<file path="src/rtl/ds_belief_plausibility_engine_assert.svh">
// assertion macros shared by the belief / plausibility engine rtl
`ifndef DS_BELIEF_PLAUSIBILITY_ENGINE_ASSERT_SVH
`define DS_BELIEF_PLAUSIBILITY_ENGINE_ASSERT_SVH

// same-cycle implication, sampled on clk, off while rst_n is low
`define DSBP_ASSERT_IMPL(lbl, ante, cons) \
  lbl: assert property (@(posedge clk) disable iff (!rst_n) (ante) |-> (cons)) \
    else $error("dsbp assertion failed");

// next-cycle implication, sampled on clk, off while rst_n is low
`define DSBP_ASSERT_NEXT(lbl, ante, cons) \
  lbl: assert property (@(posedge clk) disable iff (!rst_n) (ante) |=> (cons)) \
    else $error("dsbp assertion failed");

`endif

</file>
<file path="src/rtl/dsbp_pkg.sv">
// shared widths, codes and types of the belief / plausibility engine
`default_nettype none
package dsbp_pkg;

  localparam int KIND_W   = 2;
  localparam int IDX_W    = 10;
  localparam int MASS_W   = 16;
  localparam int SUM_W    = 26;
  localparam int RATIO_W  = 17;
  localparam int NS_W     = 4;

  localparam int DEF_MAX_SINGLETONS = 10;
  localparam int DEF_MASS_BITS      = 16;

  localparam logic [NS_W-1:0] NS_RESET = 4'd10;

  localparam logic [KIND_W-1:0] KIND_WRITE = 2'd0;
  localparam logic [KIND_W-1:0] KIND_BEL   = 2'd1;
  localparam logic [KIND_W-1:0] KIND_PLS   = 2'd2;

  localparam logic [RATIO_W-1:0] RATIO_ONE = 17'd65536;

  typedef struct packed {
    logic busy;
    logic done;
  } div_stat_t;

endpackage
`default_nettype wire

</file>
<file path="src/rtl/dsbp_div.sv">
// radix-2 ratio unit: floor(dividend * 2^16 / divisor) for dividend <= divisor
`default_nettype none
module dsbp_div #(
  parameter int W = 26
) (
  input  logic                             clk,
  input  logic                             rst_n,
  input  logic                             start,
  input  logic [W-1:0]                     dividend,
  input  logic [W-1:0]                     divisor,
  output dsbp_pkg::div_stat_t              stat,
  output logic [dsbp_pkg::RATIO_W-1:0]     quotient
);

  localparam int QW = dsbp_pkg::RATIO_W;
  localparam int CW = $clog2(QW);
  localparam logic [CW-1:0] LAST = CW'(QW - 1);

  logic          busy_r, busy_nxt;
  logic          done_r, done_nxt;
  logic          first_r, first_nxt;
  logic [CW-1:0] cnt_r, cnt_nxt;
  logic [W-1:0]  rem_r, rem_nxt;
  logic [W-1:0]  dvs_r, dvs_nxt;
  logic [QW-1:0] q_r, q_nxt;
  logic [W:0]    trial;
  logic [W:0]    diff;
  logic          ge;

  always_comb begin
    // first step takes the dividend unshifted, it gives the integer bit
    trial = first_r ? {1'b0, rem_r} : {rem_r, 1'b0};
    diff  = trial - {1'b0, dvs_r};
    ge    = (trial >= {1'b0, dvs_r});

    busy_nxt  = busy_r;
    done_nxt  = done_r;
    first_nxt = first_r;
    cnt_nxt   = cnt_r;
    rem_nxt   = rem_r;
    dvs_nxt   = dvs_r;
    q_nxt     = q_r;

    if (start) begin
      dvs_nxt   = divisor;
      rem_nxt   = dividend;
      q_nxt     = '0;
      first_nxt = 1'b1;
      cnt_nxt   = '0;
      // zero total: ratio forced to zero at once
      busy_nxt  = (divisor != '0);
      done_nxt  = (divisor == '0);
    end else if (busy_r) begin
      rem_nxt   = ge ? W'(diff) : W'(trial);
      q_nxt     = {q_r[QW-2:0], ge};
      first_nxt = 1'b0;
      cnt_nxt   = cnt_r + 1'b1;
      if (cnt_r == LAST) begin
        busy_nxt = 1'b0;
        done_nxt = 1'b1;
      end
    end
  end

  always_ff @(posedge clk) begin
    if (!rst_n) begin
      busy_r  <= 1'b0;
      done_r  <= 1'b0;
      first_r <= 1'b0;
      cnt_r   <= '0;
    end else begin
      busy_r  <= busy_nxt;
      done_r  <= done_nxt;
      first_r <= first_nxt;
      cnt_r   <= cnt_nxt;
    end
  end

  always_ff @(posedge clk) begin
    rem_r <= rem_nxt;
    dvs_r <= dvs_nxt;
    q_r   <= q_nxt;
  end

  assign stat.busy = busy_r;
  assign stat.done = done_r;
  assign quotient  = q_r;

endmodule
`default_nettype wire

</file>
<file path="config.mk">
export PLATFORM = sky130hd
export DESIGN_NAME = dsbp_div
export DESIGN_NICKNAME = d
export VERILOG_FILES = /design/src/rtl/ds_belief_plausibility_engine_assert.svh /design/src/rtl/dsbp_pkg.sv /design/src/rtl/dsbp_div.sv
export SDC_FILE = /design/constraint.sdc
export NUM_CORES = 1
export LEC_CHECK = 0
export ABC_AREA = 0
export BUFFER_PORTS_ARGS = -buffer_cell sky130_fd_sc_hd__buf_2
export CAP_MARGIN = 20
export CORE_MARGIN = 8
export CORE_UTILIZATION = 55
export CTS_CLUSTER_DIAMETER = 150
export CTS_CLUSTER_SIZE = 10
export DETAILED_ROUTE_END_ITERATION = 10
export PLACE_DENSITY = 0.77
export REMOVE_ABC_BUFFERS = 1
export SLEW_MARGIN = 20
export SYNTH_ARGS = -nofsm -noshare
export SYNTH_HDL_FRONTEND = slang
export SYNTH_SLANG_ARGS = --single-unit
</file>
<file path="constraint.sdc">
create_clock -name clk -period 9.1 [get_ports clk]
set_clock_uncertainty 0.15 [all_clocks]
set_input_delay 0.455 -clock clk [delete_from_list [all_inputs] [get_ports clk]]
set_output_delay 0.455 -clock clk [all_outputs]
set_load 0.05 [all_outputs]
</file>
=== After elaboration in Yosys (flattened, before gate mapping) ===
Index checks and enable logic that the tools add are counted.
W data, S select, Z words.

* Bits in registers: 77
* Bits of input ports: 55
* Output and inout bits: 19
* Word-level logic and storage cells: 30

* $add $sub $neg: 2
* Order comparisons: 1
* Eq/ne operators: 1
* Multiplexer cells: 12
* Bitwise operators: 1
* Reductions and logical operators: 6

{| class="wikitable"
|+ Operators by type and width
! cell !! number
|-
| $mux W26 || 3
|-
| $ge A27 B26 Y1 || 1
|-
| $mux W27 || 1
|-
| $logic_not A26 Y1 || 1
|-
| $reduce_bool A26 Y1 || 1
|-
| $sub A26 B26 Y26 || 1
|-
| $mux W1 || 8
|-
| $add A5 B1 Y5 const B || 1
|-
| $eq A5 B5 Y1 const B || 1
|-
| $reduce_bool A2 Y1 || 2
|-
| $reduce_and A2 Y1 || 1
|-
| $reduce_or A2 Y1 || 1
|-
| $not A1 Y1 || 1
|}

=== Logic depth before layout (Yosys ltp) ===
Gate-level depths: netlist of the first run.

* Depth in word-level cells: 5
* Mapped depth: 15
* Gate-level depth less buffers: 11

=== Worst setup path before layout of the first run ===
Ideal clock, no wire load.

* Path type: flip-flop to flip-flop
* Start point: register first_r
* End point: register rem_r[10], data pin
* Setup time: 260 ps
* Arrival time: 3,487 ps
* Data required time: 8,690 ps
* Path slack: 5,203 ps
* Cell stages (with the launch flop): 15
* Buffers on the path: 3
* Period minus slack after synthesis: 3,897 ps
* Path through: dfxtp_1 -> clkbuf_1 -> buf_1 -> mux2i_1 -> inv_1 -> ha_1 -> nand2b_1 -> a211oi_4 -> o211ai_1 -> nand3_2 -> a31oi_2 -> o311a_4 -> buf_6 -> mux2_4 -> mux2_2

* Word-level cells in the longest chain between the ends: 5
* Elaborated cells between the ends (all ways): 6
* Those cells by class: 1 x add/sub; 1 x order compare; 4 x mux

{| class="wikitable"
|+ RTL lines
! what !! RTL line !! RTL
|-
| start: declaration || dsbp_div.sv:21 || <nowiki>logic first_r, first_nxt;</nowiki>
|-
| start signal: assignment || dsbp_div.sv:74 || <nowiki>first_r <= first_nxt;</nowiki>
|-
| $mux W27 (*) || dsbp_div.sv:32 || <nowiki>trial = first_r ? {1'b0, rem_r} : {rem_r, 1'b0};</nowiki>
|-
| $sub A26 B26 Y26 / $ge A27 B26 Y1 (equally long branches) || dsbp_div.sv:33, dsbp_div.sv:34 ||
|-
| $mux W26 (*) || dsbp_div.sv:54 || <nowiki>rem_nxt = ge ? W'(diff) : W'(trial);</nowiki>
|-
| $mux W26 (*) || dsbp_div.sv:53 || <nowiki>end else if (busy_r) begin</nowiki>
|-
| $mux W26 (*) || dsbp_div.sv:44 || <nowiki>if (start) begin</nowiki>
|-
| net rem_nxt[10] || dsbp_div.sv:23 || <nowiki>logic [W-1:0] rem_r, rem_nxt;</nowiki>
|-
| end signal: assignment || dsbp_div.sv:80 || <nowiki>rem_r <= rem_nxt;</nowiki>
|-
| end: declaration || dsbp_div.sv:23 ||
|}

The timed path passes the listed nets; every way through them passes the cells marked *. The select of a mux whose other input is x is not followed.
A chain may end at the register's enable or synchronous reset.

=== Worst setup path after layout of the first run ===
* Start point: register first_r
* End point: register rem_r[2], data pin

Same word-level chain as after synthesis.

==> flow_summary.toml, run 1 <==
[drt]
wl_per_cell_um = 16.1
ant_nets = 0
routed_via_density = 5.60
drc = 0
dr.pass1.iters = 7
routed_wl_mm = 10.6
drt_iter0_drc = 142
num_vias = 3704

[sta]
period_minus_slack_ps = 4040
rsz0062_at_grt = "false"
finalCritPeriodShare_pct = 44.4
max_slew_margin_pct = 54.5
hold_viol = 0
tightestPinTransition_ps = 681
fmax_mhz = 248
slew_viol_final = 0
tns_ps = 0
setup_violations = 0

[yosys]
ys_async_sr_fraction_pct = 0
ys.flop_type = "edfxtp_1"
avgSynthCellArea_um2 = 10.2
synthTopCellsByArea = "edfxtp_1 (32%), dfxtp_1 (10%), ha_1 (7.6%)"
synthMostInstantiatedCell = "edfxtp_1"
synth_edf_count = 52
synth_top_area_share_pct = 31.8
synth-seq-cells = 77
syn-instance-count = 481
synth_top_cell_by_area = "edfxtp_1"
synth_common_cells = "edfxtp_1 (52), nor2_1 (43), nand2_1 (34)"
seq_area_frac_synth_pct = 41.9
ys_types = 59
yosysWarnings = 0
synth_area_um2 = 4920

[placement]
io_buffers = 73
gp_congestion = 0.863
placed_area_um2 = 5350
place_hpwl_mm = 8.00

[outcome]
status = "completed"

[power]
powerDensity_nw_per_um2 = 246
peakVddDrop_mv = 0.0940
cellLeakagePower_nw = 2.37

[clock_network]
h-tree-depth = 3
numCtsBuffers = 9
cts_root_buf = "clkbuf_8"
clock_latency_ps = 350
cts_buffer_depth = 2
cts_resized = 0
holdBufCountCts = 0
cts_sinks = 77
clk_pin_slew_worst_paths_ps = 80
cts_tree = "built"
postCtsSetupBuffers = 0

[floorplanning]
die_x_um = 111
io-pin-count = 74
core-area_um2 = 8680
rows = 34
initial_core_util_pct = 56.6
die_y_um = 111
die_area_um2 = 12200

[finish]
drive_above_1_share_pct = 25.1
postLayoutCellArea_um2 = 5540
final_nets = 634
diodes = 0
synthToLayoutAreaGrowth_pct = 12.8

[grt]
grt_start_max_net_pins = 61
grt_first_pass_wirelength_mm = 17.2
grt_overflow = 0
grt_use_total_pct = 16.7
grt_pass1_vias = 3772
antenna_found_initial = 0

[worst_hold_path]
holdCritPathClass = "input port to flop"

[setup_path]
crit_arrival_ps = 3990
path_class = "flop to flop"
critPathMaxFanout = 40
critPathCaptureType = "flop"
crit_path_start_kind = "flop"
required_ps = 9050

[job]
maxCapViolCount = 0
per-layer routing:
metal,vias up,global-route usage [%],routed length [µm],part of all wire (%)
li1,1877,-,-,-
met1,1724,19.7,4820,45
met2,88,27.6,5020,47
met3,15,6.01,619,5.8
met4,0,5.68,151,1.4
met5,-,0,0,0
registers in the layout (all words and copies together) (netlist names):
register / cells
busy_r: 1
cnt_r: 5
done_r: 1
dvs_r: 26
first_r: 1
quotient: 17
rem_r: 26
area by class of cell:
class                           instances  area [µm²]
Clock buffer                           13         180
Clock inverter                          3        16.3
Fill cell                             726        3130
Inverter                               32         120
Multi-Input combinational cell        352        2640
Sequential cell                        77        2060
Tap cell                              108         135
Timing Repair Buffer                   76         388
worst max-delay path, stage by stage, from the launching register on:
cell	delay (ps)
dfxtp_1	320
buf_4	340
mux2_2	390
ha_1	350
a21oi_1	240
o21ai_1	140
a32oi_1	260
nand3_2	150
a31oi_2	270
o311a_4	520
mux2_1	370
mux2_2	260
cells by family (layout without fill, tap and decap cells):
group | count (synthesis) | after routing | synth area share [%]
compound gates | 93 | 93 | 12.7
simple gates | 139 | 139 | 13.9
fa+ha+maj | 31 | 31 | 8.04
buf+inv | 52 | 124 | 4.35
flops | 77 | 77 | 41.9
xor+xnor | 26 | 26 | 4.63
mux | 63 | 63 | 14.5
cells in the final DEF (no fill, tap or decap), types with 3 or more instances in the layout:
master and count:
nor4_1 8, a21o_1 6, nand2b_1 16, clkbuf_8 11
ha_1 30, buf_2 73, dfxtp_1 25, nand2_1 33
o211ai_1 3, mux2_4 8, xor2_1 11, nor2_1 43
nor2b_1 8, edfxtp_1 52, mux2i_1 23, a2bb2oi_1 4
and3_1 4, a31oi_1 9, a21oi_1 33, xnor2_1 15
buf_4 3, mux2_2 30, nand3_1 7, o21ai_1 5
o21ai_0 11, inv_1 31, nand4_1 7, a211oi_1 3
where the power goes:
| part | internal [mW] | switching [mW] | total (mW) | leakage [nW] |
|---|---|---|---|---|
| sequential | 0.436 | 0.0220 | 0.458 | 0.716 |
| clock | 0.130 | 0.123 | 0.254 | 0.105 |
| combinational | 0.304 | 0.346 | 0.650 | 1.55 |
| total | 0.870 | 0.491 | 1.36 | 2.37 |
through the flow:
stage                     setup WS [ps]  instances  power, mW  hold WS [ps]  util (%)
final                              5060        661       1.36           142      63.9
after global routing               4890        661       1.46           116      63.9
after CTS                          5090        661       1.36           124      63.9
after detailed placement           5110        645       1.11           336      61.6
after global placement             5220        645       1.09           327      61.6
after floorplan                    5130        461      0.977           329         -
path summary, 6_finish.rpt:
| kind | endpoint | slack, ps | from | depth (start not counted) |
|---|---|---|---|---|
| setup / recovery | rem_r[2]$_DFFE_PP_ | 5060 | first_r$_SDFFE_PN0P_ | 11 |
| hold / removal | dvs_r[10]$_DFFE_PP_ | 140 | divisor[10] | 1 |
| hold reg to reg | quotient[16]$_SDFFE_PP0P_ | 350 | quotient[16]$_SDFFE_PP0P_ | 2 |
| setup reg to reg | rem_r[2]$_DFFE_PP_ | 5060 | first_r$_SDFFE_PN0P_ | 11 |
Note: power is estimated with default switching activity, not from simulation.
==> inputs of run 2 (changes only) <==
--- a/config.mk
+++ b/config.mk
@@ -5,7 +5,7 @@
 export SDC_FILE = /design/constraint.sdc
 export NUM_CORES = 1
 export LEC_CHECK = 0
-export ABC_AREA = 0
+export ABC_AREA = 1
 export BUFFER_PORTS_ARGS = -buffer_cell sky130_fd_sc_hd__buf_2
 export CAP_MARGIN = 20
 export CORE_MARGIN = 8
@@ -13,7 +13,7 @@
 export CTS_CLUSTER_DIAMETER = 150
 export CTS_CLUSTER_SIZE = 10
 export DETAILED_ROUTE_END_ITERATION = 10
-export PLACE_DENSITY = 0.77
+export PLACE_DENSITY = 0.76
 export REMOVE_ABC_BUFFERS = 1
 export SLEW_MARGIN = 20
 export SYNTH_ARGS = -nofsm -noshare
==> constraint.sdc (replaced) <==
create_clock -name clk -period 4.1 [get_ports clk]
set_clock_uncertainty 0.15 [all_clocks]
set_input_delay 0.205 -clock clk [delete_from_list [all_inputs] [get_ports clk]]
set_output_delay 0.205 -clock clk [all_outputs]
set_load 0.05 [all_outputs]
==> flow_summary.toml, run 2 <==
[sta]
rsz0062_at_grt = "false"
worst_slack_ps = 762
max_slew_margin_pct = 43.2
tns_ps = 0
fmax_mhz = 300
slew_viol_final = 0
period_minus_slack_ps = 3340
finalCritPeriodShare_pct = 81.4
hold_viol = 0
setup_violations = 0
tightestPinTransition_ps = 850
hold_ws_ps = 345

[drt]
routed_via_density = 4.88
routed_wl_mm = 14.5
ant_nets = 0
drt_iter0_drc = 273
num_vias = 5337
dr.pass1.iters = 5
wl_per_cell_um = 13.2
drc = 0

[placement]
dp_slack_ps = 759
place_hpwl_mm = 10.6
gp_congestion = 0.959
io_buffers = 73

[power]
powerDensity_nw_per_um2 = 413
peakVddDrop_mv = 0.244
cellLeakagePower_nw = 3.63

[yosys]
synth_area_um2 = 5700
seq_area_frac_synth_pct = 36.2
yosysWarnings = 0
ys_types = 42
synthMostInstantiatedCell = "nand2_1"
synth_common_cells = "nand2_1 (295), inv_1 (170), nand3_1 (56)"
synth_top_area_share_pct = 27.4
synth-seq-cells = 77
ys_async_sr_fraction_pct = 0
synth_edf_count = 52
synth_top_cell_by_area = "edfxtp_1"
synthTopCellsByArea = "edfxtp_1 (27%), nand2_1 (19%), inv_1 (11%)"
avgSynthCellArea_um2 = 6.86
syn-instance-count = 830
ys.flop_type = "edfxtp_1"

[grt]
grt_pass1_vias = 5373
busiest_layer = "met2"
grt_first_pass_wirelength_mm = 24.9
antenna_found_initial = 0
grt_use_total_pct = 21.8
use_met3_pct = 5.08
grt_overflow = 0
use_met2_pct = 37.0
use_met1_pct = 26.8
grt_start_max_net_pins = 56

[outcome]
status = "completed"

[setup_path]
critPathMaxFanout = 27
crit_arrival_ps = 3320
rrSetupSlack_ps = 760
cpMostUsedCell = "nand2_1"
path_class = "flop to flop"
required_ps = 4080
crit_path_start_kind = "flop"
crit_slowest_cell = "ha_1"
critical-path-max-stage-delay_ps = 360
cp_cell_sequence = "inv_2 -> or2_2 -> o21ai_0 -> inv_1 -> ha_1 -> nand2_2 -> inv_1 -> nand2_1 -> nand2_1 -> clkinv_1 -> nand2_1 -> a21oi_2 -> nand3_4 -> inv_6 -> nand2_1 -> nand3_1 -> nand2_1"
critPathCaptureType = "flop"

[finish]
final_cell_mix = "nand2_1 (295), inv_1 (170), buf_2 (73), nand3_1 (56), dlygate4sd3_1 (53)"
drive_above_1_share_pct = 14.8
nFillCells = 930
diodes = 0
synthToLayoutAreaGrowth_pct = 20.1
final_nets = 1038
layout_commonest_cell = "nand2_1"

[floorplanning]
die_area_um2 = 13900
die_y_um = 118
rows = 37
initial_core_util_pct = 55.9
core-area_um2 = 10200
io-pin-count = 74
die_x_um = 118

[clock_network]
h-tree-depth = 3
clk_pin_slew_worst_paths_ps = 100
cts_tree = "built"
clock_latency_ps = 380
numCtsBuffers = 9
cts_sinks = 77
cts_root_buf = "clkbuf_8"
cts_buffer_depth = 2
cts_resized = 0

[worst_hold_path]
holdCritPathClass = "flop to flop"

[job]
maxCapViolCount = 0
run 2: routing by layer:
| metal | up-vias | share of wire, % |
|---|---|---|
| met2 | 121 | 47 |
| li1 | 2823 | - |
| met1 | 2378 | 48 |
| met5 | - | 0 |
| met3 | 15 | 4.1 |
| met4 | 0 | 1.4 |
run 2: final cells by class:
| class | count | area (µm²) | share of cell area (%) |
|---|---|---|---|
| Clock inverter | 6 | 45.0 | 0.658 |
| Inverter | 175 | 662 | 9.67 |
| Clock buffer | 10 | 128 | 1.87 |
| Tap cell | 136 | 170 | 2.49 |
| Multi-Input combinational cell | 559 | 2850 | 41.7 |
| Sequential cell | 77 | 2060 | 30.1 |
| Timing Repair Buffer | 130 | 926 | 13.5 |
run 2: where the power goes:
part           leakage [nW]  total [mW]  switching [mW]  internal [mW]
clock                0.0914       0.551           0.325          0.226
sequential            0.721       0.971          0.0357          0.935
combinational          2.82        1.31           0.837          0.468
total                  3.63        2.83            1.20           1.63
run 2: final timing paths:
path | startpoint | to | cells after the start
worst max-delay path | first_r$_SDFFE_PN0P_ | rem_r[11]$_DFFE_PP_ | 17
worst min-delay path | quotient[7]$_SDFFE_PP0P_ | quotient[8]$_SDFFE_PP0P_ | 2
worst max register to register | first_r$_SDFFE_PN0P_ | rem_r[11]$_DFFE_PP_ | 17
worst min register to register | quotient[7]$_SDFFE_PP0P_ | quotient[8]$_SDFFE_PP0P_ | 2
run 2: logic make-up (layout without fill, tap and decap cells):
group                      count (synthesis)  after routing  share of synthesized area (%)
and+or+nand+nor                          452            452                           35.0
buffers and inverters                    194            321                           13.8
DFF                                       77             77                           36.2
AOI/OAI and AO/OA                         64             64                           6.24
adders and majority gates                 31             31                           6.94
xor gates and xnor gates                  12             12                           1.85
run 2: stage by stage:
stage	power [mW]	std cells	util [%]	cell area, µm²
after CTS	2.83	1093	67.2	6840
after global placement	2.23	1024	60.3	6140
after global routing	3.07	1093	67.2	6840
after detailed placement	2.25	1024	60.3	6140
after floorplan	1.94	811	-	5570
final	2.83	1093	67.2	6840
run 2: repair_timing:
item,CTS,global route
buffers inserted,0,0
hold endpoints to repair,55,0
setup endpoints to repair,0,0
hold buffers,53,0
run 2: critical path: cells and delay by family, from the launching register on:
family / cells / cell delay [ps]
adder cells (fa/ha/maj): 1 / 360
AND/OR/NAND/NOR: 9 / 1200
buffers and inverters: 5 / 700
flip-flops: 1 / 350
AO/OA/AOI/OAI: 2 / 310
